==> src/rtl/wht_pkg.sv <==
// Shared command, status and operation types for the Walsh-Hadamard transform unit.
package wht_pkg;

  // Operation carried by a controller command
  typedef enum logic [1:0] {
    OP_FILL  = 2'd0,
    OP_BFLY  = 2'd1,
    OP_SCALE = 2'd2,
    OP_READ  = 2'd3
  } op_t;

  // Command from controller to datapath, at most one per cycle (valid low while draining or showing a pair)
  typedef struct packed {
    logic valid;
    op_t  op;
    logic src;
  } cmd_t;

  // Status from datapath back to controller
  typedef struct packed {
    logic busy;
  } status_t;

endpackage

==> src/rtl/wht_ctrl.sv <==
// Sequencer for fill, butterfly passes, scaling pass and pair output.
module wht_ctrl import wht_pkg::*; #(
  parameter int POINTS = 128,
  localparam int AW = $clog2(POINTS),
  localparam int SW = $clog2(AW + 1)
) (
  input  logic          clk,
  input  logic          rst,
  input  logic          in_valid,
  output logic          in_stall,
  output logic          out_valid,
  input  logic          out_stall,
  output logic          last_pair,
  output cmd_t          cmd,
  output logic [AW-1:0] cmd_index,
  output logic [SW-1:0] cmd_stride,
  input  status_t       status
);

  typedef enum logic [2:0] {
    S_FILL,
    S_BFLY,
    S_BDRAIN,
    S_SCALE,
    S_SDRAIN,
    S_OREAD,
    S_OSHOW
  } state_t;

  state_t        state;
  logic [AW-1:0] idx;
  logic [SW-1:0] pass;
  logic          src;

  assign in_stall   = (state != S_FILL);
  assign cmd_index  = idx;
  assign cmd_stride = (state == S_BFLY) ? pass : '0;

  // Command decode from current state
  always_comb begin
    cmd.src = src;
    case (state)
      S_FILL: begin
        cmd.valid = in_valid;
        cmd.op    = OP_FILL;
      end
      S_BFLY: begin
        cmd.valid = 1'b1;
        cmd.op    = OP_BFLY;
      end
      S_SCALE: begin
        cmd.valid = 1'b1;
        cmd.op    = OP_SCALE;
      end
      S_OREAD: begin
        cmd.valid = 1'b1;
        cmd.op    = OP_READ;
      end
      default: begin
        cmd.valid = 1'b0;
        cmd.op    = OP_READ;
      end
    endcase
  end

  // State, counters and registered outputs
  always_ff @(posedge clk) begin
    if (rst) begin
      state     <= S_FILL;
      idx       <= '0;
      pass      <= '0;
      src       <= 1'b0;
      out_valid <= 1'b0;
      last_pair <= 1'b0;
    end else begin
      case (state)
        S_FILL: begin
          if (in_valid) begin
            idx <= idx + AW'(1);
            if (idx == AW'(POINTS - 1)) begin
              state <= S_BFLY;
              pass  <= '0;
              src   <= 1'b0;
            end
          end
        end
        S_BFLY: begin
          idx <= idx + AW'(1);
          if (idx == AW'(POINTS - 1)) state <= S_BDRAIN;
        end
        S_BDRAIN: begin
          if (!status.busy) begin
            src <= ~src;
            if (pass == SW'(AW - 1)) begin
              state <= S_SCALE;
            end else begin
              pass  <= pass + SW'(1);
              state <= S_BFLY;
            end
          end
        end
        S_SCALE: begin
          idx <= idx + AW'(1);
          if (idx == AW'(POINTS - 1)) state <= S_SDRAIN;
        end
        S_SDRAIN: begin
          if (!status.busy) begin
            src   <= ~src;
            state <= S_OREAD;
          end
        end
        S_OREAD: begin
          out_valid <= 1'b1;
          last_pair <= (idx == AW'(POINTS - 2));
          state     <= S_OSHOW;
        end
        S_OSHOW: begin
          if (!out_stall) begin
            out_valid <= 1'b0;
            idx       <= idx + AW'(2);
            state     <= last_pair ? S_FILL : S_OREAD;
          end
        end
        default: state <= S_FILL;
      endcase
    end
  end

endmodule

==> config.mk <==
export PLATFORM = sky130hd
export DESIGN_NAME = wht_ctrl
export DESIGN_NICKNAME = d
export VERILOG_FILES = /design/src/rtl/wht_pkg.sv /design/src/rtl/wht_ctrl.sv
export SDC_FILE = /design/constraint.sdc
export NUM_CORES = 1
export LEC_CHECK = 0
export BUFFER_PORTS_ARGS = -buffer_cell sky130_fd_sc_hd__buf_2
export CORE_UTILIZATION = 57
export CTS_CLUSTER_DIAMETER = 150
export DETAILED_ROUTE_END_ITERATION = 6
export MAX_ROUTING_LAYER = met4
export PLACE_DENSITY_LB_ADDON = 0.08
export REMOVE_ABC_BUFFERS = 1
export SLEW_MARGIN = 0
export SYNTH_ARGS = -nofsm -noshare
export SYNTH_HDL_FRONTEND = slang
export SYNTH_SLANG_ARGS = --single-unit
==> constraint.sdc <==
create_clock -name clk -period 2.5 [get_ports clk]
set_input_delay 0.125 -clock clk [delete_from_list [all_inputs] [get_ports clk]]
set_output_delay 0.125 -clock clk [all_outputs]
set_load 0.02 [all_outputs]
==> results.toml, run 1 <==
[worst_setup_path]
cp_slowest_stage_delay_ps = 610
crit_family = "flip-flops"
r2r_slack_ps = 650
critPathKind = "register to primary output"
worstReg2RegEnd = "cmd_index[2]"
crit_required_ps = 2380
cp.arrival_ps = 1880
startpoint = "state[1]"
path_max_fanout = 16
worstRegToRegCells = 4
crit_buf_inv = 1
path_depth = 4
crit_path_start_kind = "register"
path_cells = "nor2b_1 > o21ai_1 > o21ai_0 > buf_2"
endpoint_kind = "primary output"
setup.worst_path.end = "cmd[3]"
reg2reg_from = "state[2]"
slowest_stage = "dfxtp_1"

[clocking]
cts_setup_buffers = 0
cts_resized = 0
h-tree-depth = 1
clockBufferDepth = 2
clkTransAtPathRegs_ps = 110
clock-sinks = 16
cts_tree = "built"
clock_latency_ps = 300
hold_buffers = 0
clockRootBuffer = "clkbuf_4"
cts_buffers = 3

[pwr]
power.internal_mw = 0.370
power_frac_seq_pct = 52.8
worst_ir_drop_vdd_mv = 0.313
p_leak_nw = 0.506
clkPwrFrac_pct = 36.2
power.switching_mw = 0.135
comb_power_share_pct = 11.0
p_sw_share_pct = 26.7
power.density_nw_per_um2 = 419
power_mw = 0.505

[timing]
fin_hold_ws_ps = 142
tightest_slew_ps = 526
hold_violations = 0
fmax_mhz = 499
tns_ps = 0
post-route-period-util_pct = 80.1
rsz0062_at_grt = "false"
slew_headroom_pct = 64.9
finalMaxSlewViolations = 0
skew_ps = 7.11
setup-violations-final = 0
fin_crit_ps = 2000

[drt]
drt_iter0_drc = 42
dr.pass1.iters = 4
antenna_left = 0
m1WireLength_um = 1140
route.detailed.drc = 0
wl_per_cell_um = 13.7
num_vias = 1098
dr_wl_met3_um = 112
dr_wl_met2_um = 1170
vias_per_cell = 6.10
drt-total-wl_um = 2470
top_layer_used = "met4"

[floorplanning]
ioPinCount = 22
start_util_pct = 61.3
core-area_um2 = 1730
die-width_um = 45.1
row_count = 15
dieHeight_um = 45.1
die_area_um2 = 2030

[synth]
synth-edff-count = 0
synthFlopType = "dfxtp_1"
netlist_instances = 136
yosysSeqAreaShare_pct = 30.3
ys.warnings.count = 0
postSynthAreaPerCell_um2 = 7.78
synth_seq_cells = 16
async_flop_share_pct = 0
synthesis.area_um2 = 1060
ys_types = 42

[run_status]
outcome = "complete, no violations"

[global_route]
grt_use_total_pct = 26.9
grt_pass1_wl_um = 3930
gr-total-overflow = 0
grt_max_degree = 21
grt_pass1_vias = 930
grt_antenna_before_repair = 0

[cells_and_area]
fin_util_pct = 69.8
antenna_cells = 0
instances_no_fill = 180
nNetsFinal = 166
drive_above_1_share_pct = 21.3
area_growth_pct = 13.8

[hold_path]
hold_class = "primary input to register"

[placed_design]
gp_congestion = 0.891
port-buffer-count = 21
dp.cells = 176
hpwlAfterDp_um = 1780

[job]
maxCapViolations = 0
-- cells in the mapped netlist (3+ instances only) --
library cell	n	share of area [%]
nor3_1	3	1.4
nor2b_1	7	4.1
nand3_1	3	1.4
o21ai_0	3	1.4
dfxtp_1	16	30
nand2b_1	4	2.4
a311oi_1	3	2.5
nand2_1	16	5.7
a21oi_1	9	4.3
nor2_1	13	4.6
and3_1	3	1.8
ha_1	5	5.9
inv_1	5	1.8
a31oi_1	4	2.4
a211o_1	3	2.5
clkbuf_1	5	1.8
mux2_2	3	3.2
-- through the flow --
step / setup slack, ps / area [µm²]
after floorplan: 907 / 1030
after global placement: 789 / 1170
after detailed placement: 716 / 1170
after CTS: 517 / 1200
after global routing: 344 / 1200
final: 497 / 1200
-- placed cells by master, fill, tap and decap left out, drive strengths merged, types with 2 or more instances in the layout --
cell type	count
a211o	3
a21boi	2
a21o	2
a21oi	9
a311oi	3
a31oi	4
and3	3
buf	21
clkbuf	4
dfxtp	16
ha	5
inv	6
mux2	3
nand2	16
nand2b	4
nand3	3
nand3b	2
nand4	2
nor2	13
nor2b	7
nor3	3
o2111ai	2
o21ai	4
o22ai	2
or3	2
-- routing by layer --
metal  up-vias  GRT usage, %
met4         0          12.1
met1       515          34.5
li1        537             -
met5         -             -
met3         8          3.60
met2        38          42.0
-- state kept, by name, summed over array words and instances, names as in the netlist --
signal	cells
last_pair	1
out_valid	1
state	3
pass	3
cmd_index	7
src	1
-- area by class of cell --
| class | count | area [µm²] |
|---|---|---|
| inverters | 6 | 22.5 |
| clock buffers | 4 | 36.3 |
| well taps | 25 | 31.3 |
| fillers | 166 | 522 |
| repair buffers | 21 | 105 |
| flip-flops and latches | 16 | 320 |
| multi-input cells | 108 | 689 |
-- worst min-delay path, stage by stage --
cell and delay (ps):
buf_2 140, nand2_1 60, a311oi_1 80
-- worst min path at each step --
| stage | start | endpoint | cells after the start |
|---|---|---|---|
| final | out_stall | cmd_index[1] | 3 |
| after detailed placement | out_valid | out_valid | 2 |
| after CTS | out_stall | cmd_index[1] | 3 |
| after global placement | out_stall | cmd_index[1] | 3 |
| after floorplan | rst | cmd_index[3] | 1 |
| after global routing | out_stall | cmd_index[1] | 3 |
-- power by group through the flow --
stage | combinational, mW | clock [mW] | sequential (mW)
3_3_place_gp | 0.0545 | 0 | 0.272
5_1_grt | 0.0624 | 0.193 | 0.267
3_5_place_dp | 0.0552 | 0 | 0.272
6_report | 0.0553 | 0.183 | 0.267
2_1_floorplan | 0.0292 | 0 | 0.276
4_1_cts | 0.0557 | 0.182 | 0.267
-- logic make-up (layout without fill, tap and decap cells) --
family | count (synthesis) | in the layout | synth area share [%]
and+or+nand+nor | 62 | 62 | 31.0
AOI/OAI and AO/OA | 37 | 37 | 24.2
DFF | 16 | 16 | 30.3
buffers and inverters | 12 | 31 | 4.61
adders and majority gates | 5 | 5 | 5.91
muxes | 3 | 3 | 3.19
xor gates and xnor gates | 1 | 1 | 0.828
(Power assumes the default switching activity.)
==> inputs of run 2 (changes only) <==
- CORE_UTILIZATION: 57 -> 48
- clock period: 2.5 -> 1.6 ns (I/O delays scaled with it)
==> results.toml, run 2 (synthesis results as in run 1) <==
[global_route]
grt_max_degree = 21
gr-total-overflow = 0
grt_use_total_pct = 25.5
grt_pass1_wl_um = 4640
grt_antenna_before_repair = 0
grt_pass1_vias = 1027

[worst_setup_path]
critPathKind = "register to register"
crit_required_ps = 1780
worstReg2RegEnd = "cmd_index[4]"
path_max_fanout = 6
reg2reg_from = "cmd_index[1]"
worstRegToRegCells = 4
setup.worst_path.end = "cmd_index[4]"
cp.arrival_ps = 1700
startpoint = "cmd_index[1]"
endpoint_kind = "register"
crit_path_start_kind = "register"
r2r_slack_ps = 80

[placed_design]
gp_congestion = 0.884
dp_slack_ps = 22.1
dp.cells = 186
port-buffer-count = 21
hpwlAfterDp_um = 1990

[timing]
slew_headroom_pct = 74.8
fin_crit_ps = 1520
post-route-period-util_pct = 95.2
tns_ps = 0
hold_violations = 0
finalMaxSlewViolations = 0
fmax_mhz = 656
fin_ws_ps = 76.2
setup-violations-final = 0
skew_ps = 11.7
fin_hold_ws_ps = 100
tightest_slew_ps = 377

[pwr]
clkPwrFrac_pct = 34.0
power.switching_mw = 0.197
power_frac_seq_pct = 52.7
p_leak_nw = 0.561
comb_power_share_pct = 13.4
power.density_nw_per_um2 = 603
power_mw = 0.784
worst_ir_drop_vdd_mv = 0.686
power.internal_mw = 0.588
p_sw_share_pct = 25.1

[clocking]
cts_buffers = 3
clock-sinks = 16
clockBufferDepth = 2
clockRootBuffer = "clkbuf_4"
clkTransAtPathRegs_ps = 100
clock_latency_ps = 290
h-tree-depth = 1
cts_tree = "built"

[run_status]
outcome = "complete, no violations"

[floorplanning]
die_area_um2 = 2400
start_util_pct = 52.4
core-area_um2 = 2020
dieHeight_um = 49.0
row_count = 16
die-width_um = 49.0
ioPinCount = 22

[drt]
route.detailed.drc = 0
dr.pass1.iters = 4
antenna_left = 0
drt_iter0_drc = 39
wl_per_cell_um = 14.2
num_vias = 1130
vias_per_cell = 5.89
drt-total-wl_um = 2720

[cells_and_area]
regArea_um2 = 325
area_growth_pct = 22.9
antenna_cells = 0
multi_input_area_um2 = 703
largest_register_ffs = 7
drive_above_1_share_pct = 30.9
nNetsFinal = 176
instances_no_fill = 192
final_common_cell = "buf_2"
fillers = 196
final_cell_mix = "21 x buf_2, 16 x nand2_1, 13 x nor2_1"

[hold_path]
hold_class = "primary input to register"

[job]
maxCapViolations = 0
## run 2: cell count changes in the layout (fill, tap and decap cells not counted)
cell	before	now
buf_4	0	10
dfxtp_1	16	12
dfxtp_2	0	4
ha_1	5	4
ha_2	0	1
nor2b_1	7	6
nor2b_2	0	1
nor3_1	3	2
nor3_2	0	1
o21ai_1	1	0
o21ai_2	0	1
## run 2: stage by stage
stage	utilization, %	area (µm²)
floorplan	-	1030
global placement	60.9	1230
detailed placement	60.9	1230
CTS	63.0	1270
global route	64.4	1300
finish	64.4	1300
## run 2: repair_timing
item / in CTS / in global routing
buffers inserted: 0 / 2
setup endpoints to repair: 1 / 7
pin swaps: 0 / 1
gates resized for setup: 3 / 5
hold buffers: 0 / 0
## run 2: power by group through the flow
stage	registers, mW	logic [mW]	clock network, mW
floorplan	0.432	0.0456	0
global placement	0.422	0.0931	0
detailed placement	0.422	0.0979	0
CTS	0.413	0.0993	0.278
global route	0.415	0.116	0.293
finish	0.413	0.105	0.266
## run 2: layout make-up
cell class | count | area share [%]
clock buffers | 4 | 2.79
multi-input cells | 108 | 54.0
flip-flops and latches | 16 | 25.0
repair buffers | 31 | 13.8
well taps | 27 | 2.60
inverters | 6 | 1.73
## run 2: worst min path at each step
stage | depth (start not counted) | slack [ps] | startpoint | to
after floorplan | 1 | 150 | rst | cmd_index[3]
after global placement | 3 | 410 | out_stall | cmd_index[1]
after detailed placement | 3 | 420 | out_stall | cmd_index[1]
after CTS | 3 | 90 | out_stall | cmd_index[1]
after global routing | 3 | 100 | out_stall | cmd_index[1]
final | 3 | 100 | out_stall | cmd_index[1]
## run 2: per-layer routing
layer	up-vias	wire length, µm	track usage, %
met1	531	1320	33.5
met3	2	115	5.61
met5	-	0	-
met2	42	1280	39.6
met4	0	12	6.37
li1	555	-	-
## run 2: worst max-delay path: stages, from the launching register on
cell and delay [ps]:
dfxtp_1 390, ha_2 260, o211ai_1 180, a21oi_1 230, mux2_2 350
==> inputs of run 3 (changes only) <==
- CORE_UTILIZATION: 48 -> 35
==> results.toml, run 3 (synthesis results as in run 1) <==
[timing]
skew_ps = 10.0
setup-violations-final = 0
finalMaxSlewViolations = 0
tns_ps = 0
post-route-period-util_pct = 93.2
slew_headroom_pct = 73.7
fin_hold_ws_ps = 140
hold_violations = 0
fmax_mhz = 670
fin_crit_ps = 1490
rsz0062_at_grt = "false"
tightest_slew_ps = 394
fin_ws_ps = 108

[cells_and_area]
final_common_cell = "buf_2"
final_cell_mix = "21 x buf_2, 15 x nand2_1, 13 x buf_4"
largest_register_ffs = 7
area_growth_pct = 27.9
nNetsFinal = 180
fin_util_pct = 48.3
antenna_cells = 0
fillers = 285
drive_above_1_share_pct = 33.7

[global_route]
grt_antenna_before_repair = 0
grt_pass1_vias = 1125
grt_max_degree = 21
gr-total-overflow = 0
grt_pass1_wl_um = 5110
grt_use_total_pct = 20.6

[clocking]
clock-sinks = 16
clockRootBuffer = "clkbuf_4"
clockBufferDepth = 2
h-tree-depth = 1
clkTransAtPathRegs_ps = 110
cts_tree = "built"
clock_latency_ps = 290
cts_buffers = 3
hold_buffers = 0

[worst_setup_path]
cp.arrival_ps = 1700
r2r_slack_ps = 110
crit_required_ps = 1810
reg2reg_from = "state[0]"
critPathKind = "register to register"
path_max_fanout = 9
endpoint_kind = "register"
worstReg2RegEnd = "cmd_index[2]"
worstRegToRegCells = 4
crit_path_start_kind = "register"

[floorplanning]
row_count = 19
core-area_um2 = 2810
die-width_um = 57.0
start_util_pct = 37.7
dieHeight_um = 57.0
die_area_um2 = 3250
ioPinCount = 22

[run_status]
outcome = "finished with violations"
violations = "DRC"

[drt]
drt-total-wl_um = 2900
drt_iter0_drc = 48
num_vias = 1148
route.detailed.drc = 4
antenna_left = 0
dr.pass1.iters = 7
wl_per_cell_um = 14.5
vias_per_cell = 5.74

[pwr]
worst_ir_drop_vdd_mv = 0.335
p_leak_nw = 0.585
comb_power_share_pct = 13.7
power.density_nw_per_um2 = 587
power.internal_mw = 0.589
p_sw_share_pct = 25.8
power_frac_seq_pct = 51.7
clkPwrFrac_pct = 34.6
power.switching_mw = 0.205

[hold_path]
whs_path_depth = 3
hold_path_end = "cmd_index[1]"
hold_class = "primary input to register"
worstHoldStart = "out_stall"

[placed_design]
dp_slack_ps = 65.5
hpwlAfterDp_um = 2180
port-buffer-count = 21
gp_congestion = 0.884

[job]
maxCapViolations = 0
## run 3: layout make-up
| class | instances | area, µm² | area share [%] |
|---|---|---|---|
| Tap cell | 31 | 38.8 | 2.87 |
| Multi-Input combinational cell | 108 | 708 | 52.3 |
| Sequential cell | 16 | 325 | 24.0 |
| Clock buffer | 4 | 36.3 | 2.68 |
| Inverter | 6 | 22.5 | 1.66 |
| Timing Repair Buffer | 35 | 223 | 16.5 |
## run 3: worst max-delay path by stage
stage | from | endpoint | cells after the start
floorplan | state[2] | cmd_index[2] | 4
global placement | cmd_index[1] | cmd_index[6] | 4
detailed placement | state[1] | cmd_index[6] | 4
CTS | state[0] | cmd[3] | 4
global route | state[0] | cmd_index[2] | 4
finish | state[0] | cmd_index[2] | 4
## run 3: metal layers
| metal | vias up | track usage [%] | part of all wire (%) |
|---|---|---|---|
| li1 | 568 | - | - |
| met1 | 528 | 27.6 | 50 |
| met2 | 44 | 28.9 | 42 |
| met3 | 8 | 3.40 | 5.8 |
| met4 | 0 | 12.2 | 2.0 |
| met5 | - | - | 0 |
## run 3: power by group through the flow
stage / combinational, mW / sequential [mW] / clock (mW)
after detailed placement: 0.103 / 0.420 / 0
after CTS: 0.107 / 0.411 / 0.287
final: 0.108 / 0.411 / 0.275
after global placement: 0.102 / 0.420 / 0
after floorplan: 0.0456 / 0.432 / 0
after global routing: 0.122 / 0.412 / 0.307
## run 3: timing repair
item	4_1_cts	5_1_grt
pin swaps	1	0
cloned	0	0
setup buffers	1	0
gates resized for setup	1	10
setup endpoints to repair	1	11
## run 3: per-stage QoR
step / cells / total power [mW] / instance area [µm²]
after floorplan: 130 / 0.477 / 1030
after global placement: 195 / 0.522 / 1290
after detailed placement: 195 / 0.523 / 1290
after CTS: 200 / 0.805 / 1330
after global routing: 200 / 0.841 / 1350
final: 200 / 0.794 / 1350
## run 3: critical path: stages, from the launching register on
cell and delay (ps):
dfxtp_2 380, nand2b_1 170, or3_4 350, a211o_1 310
a211oi_2 200
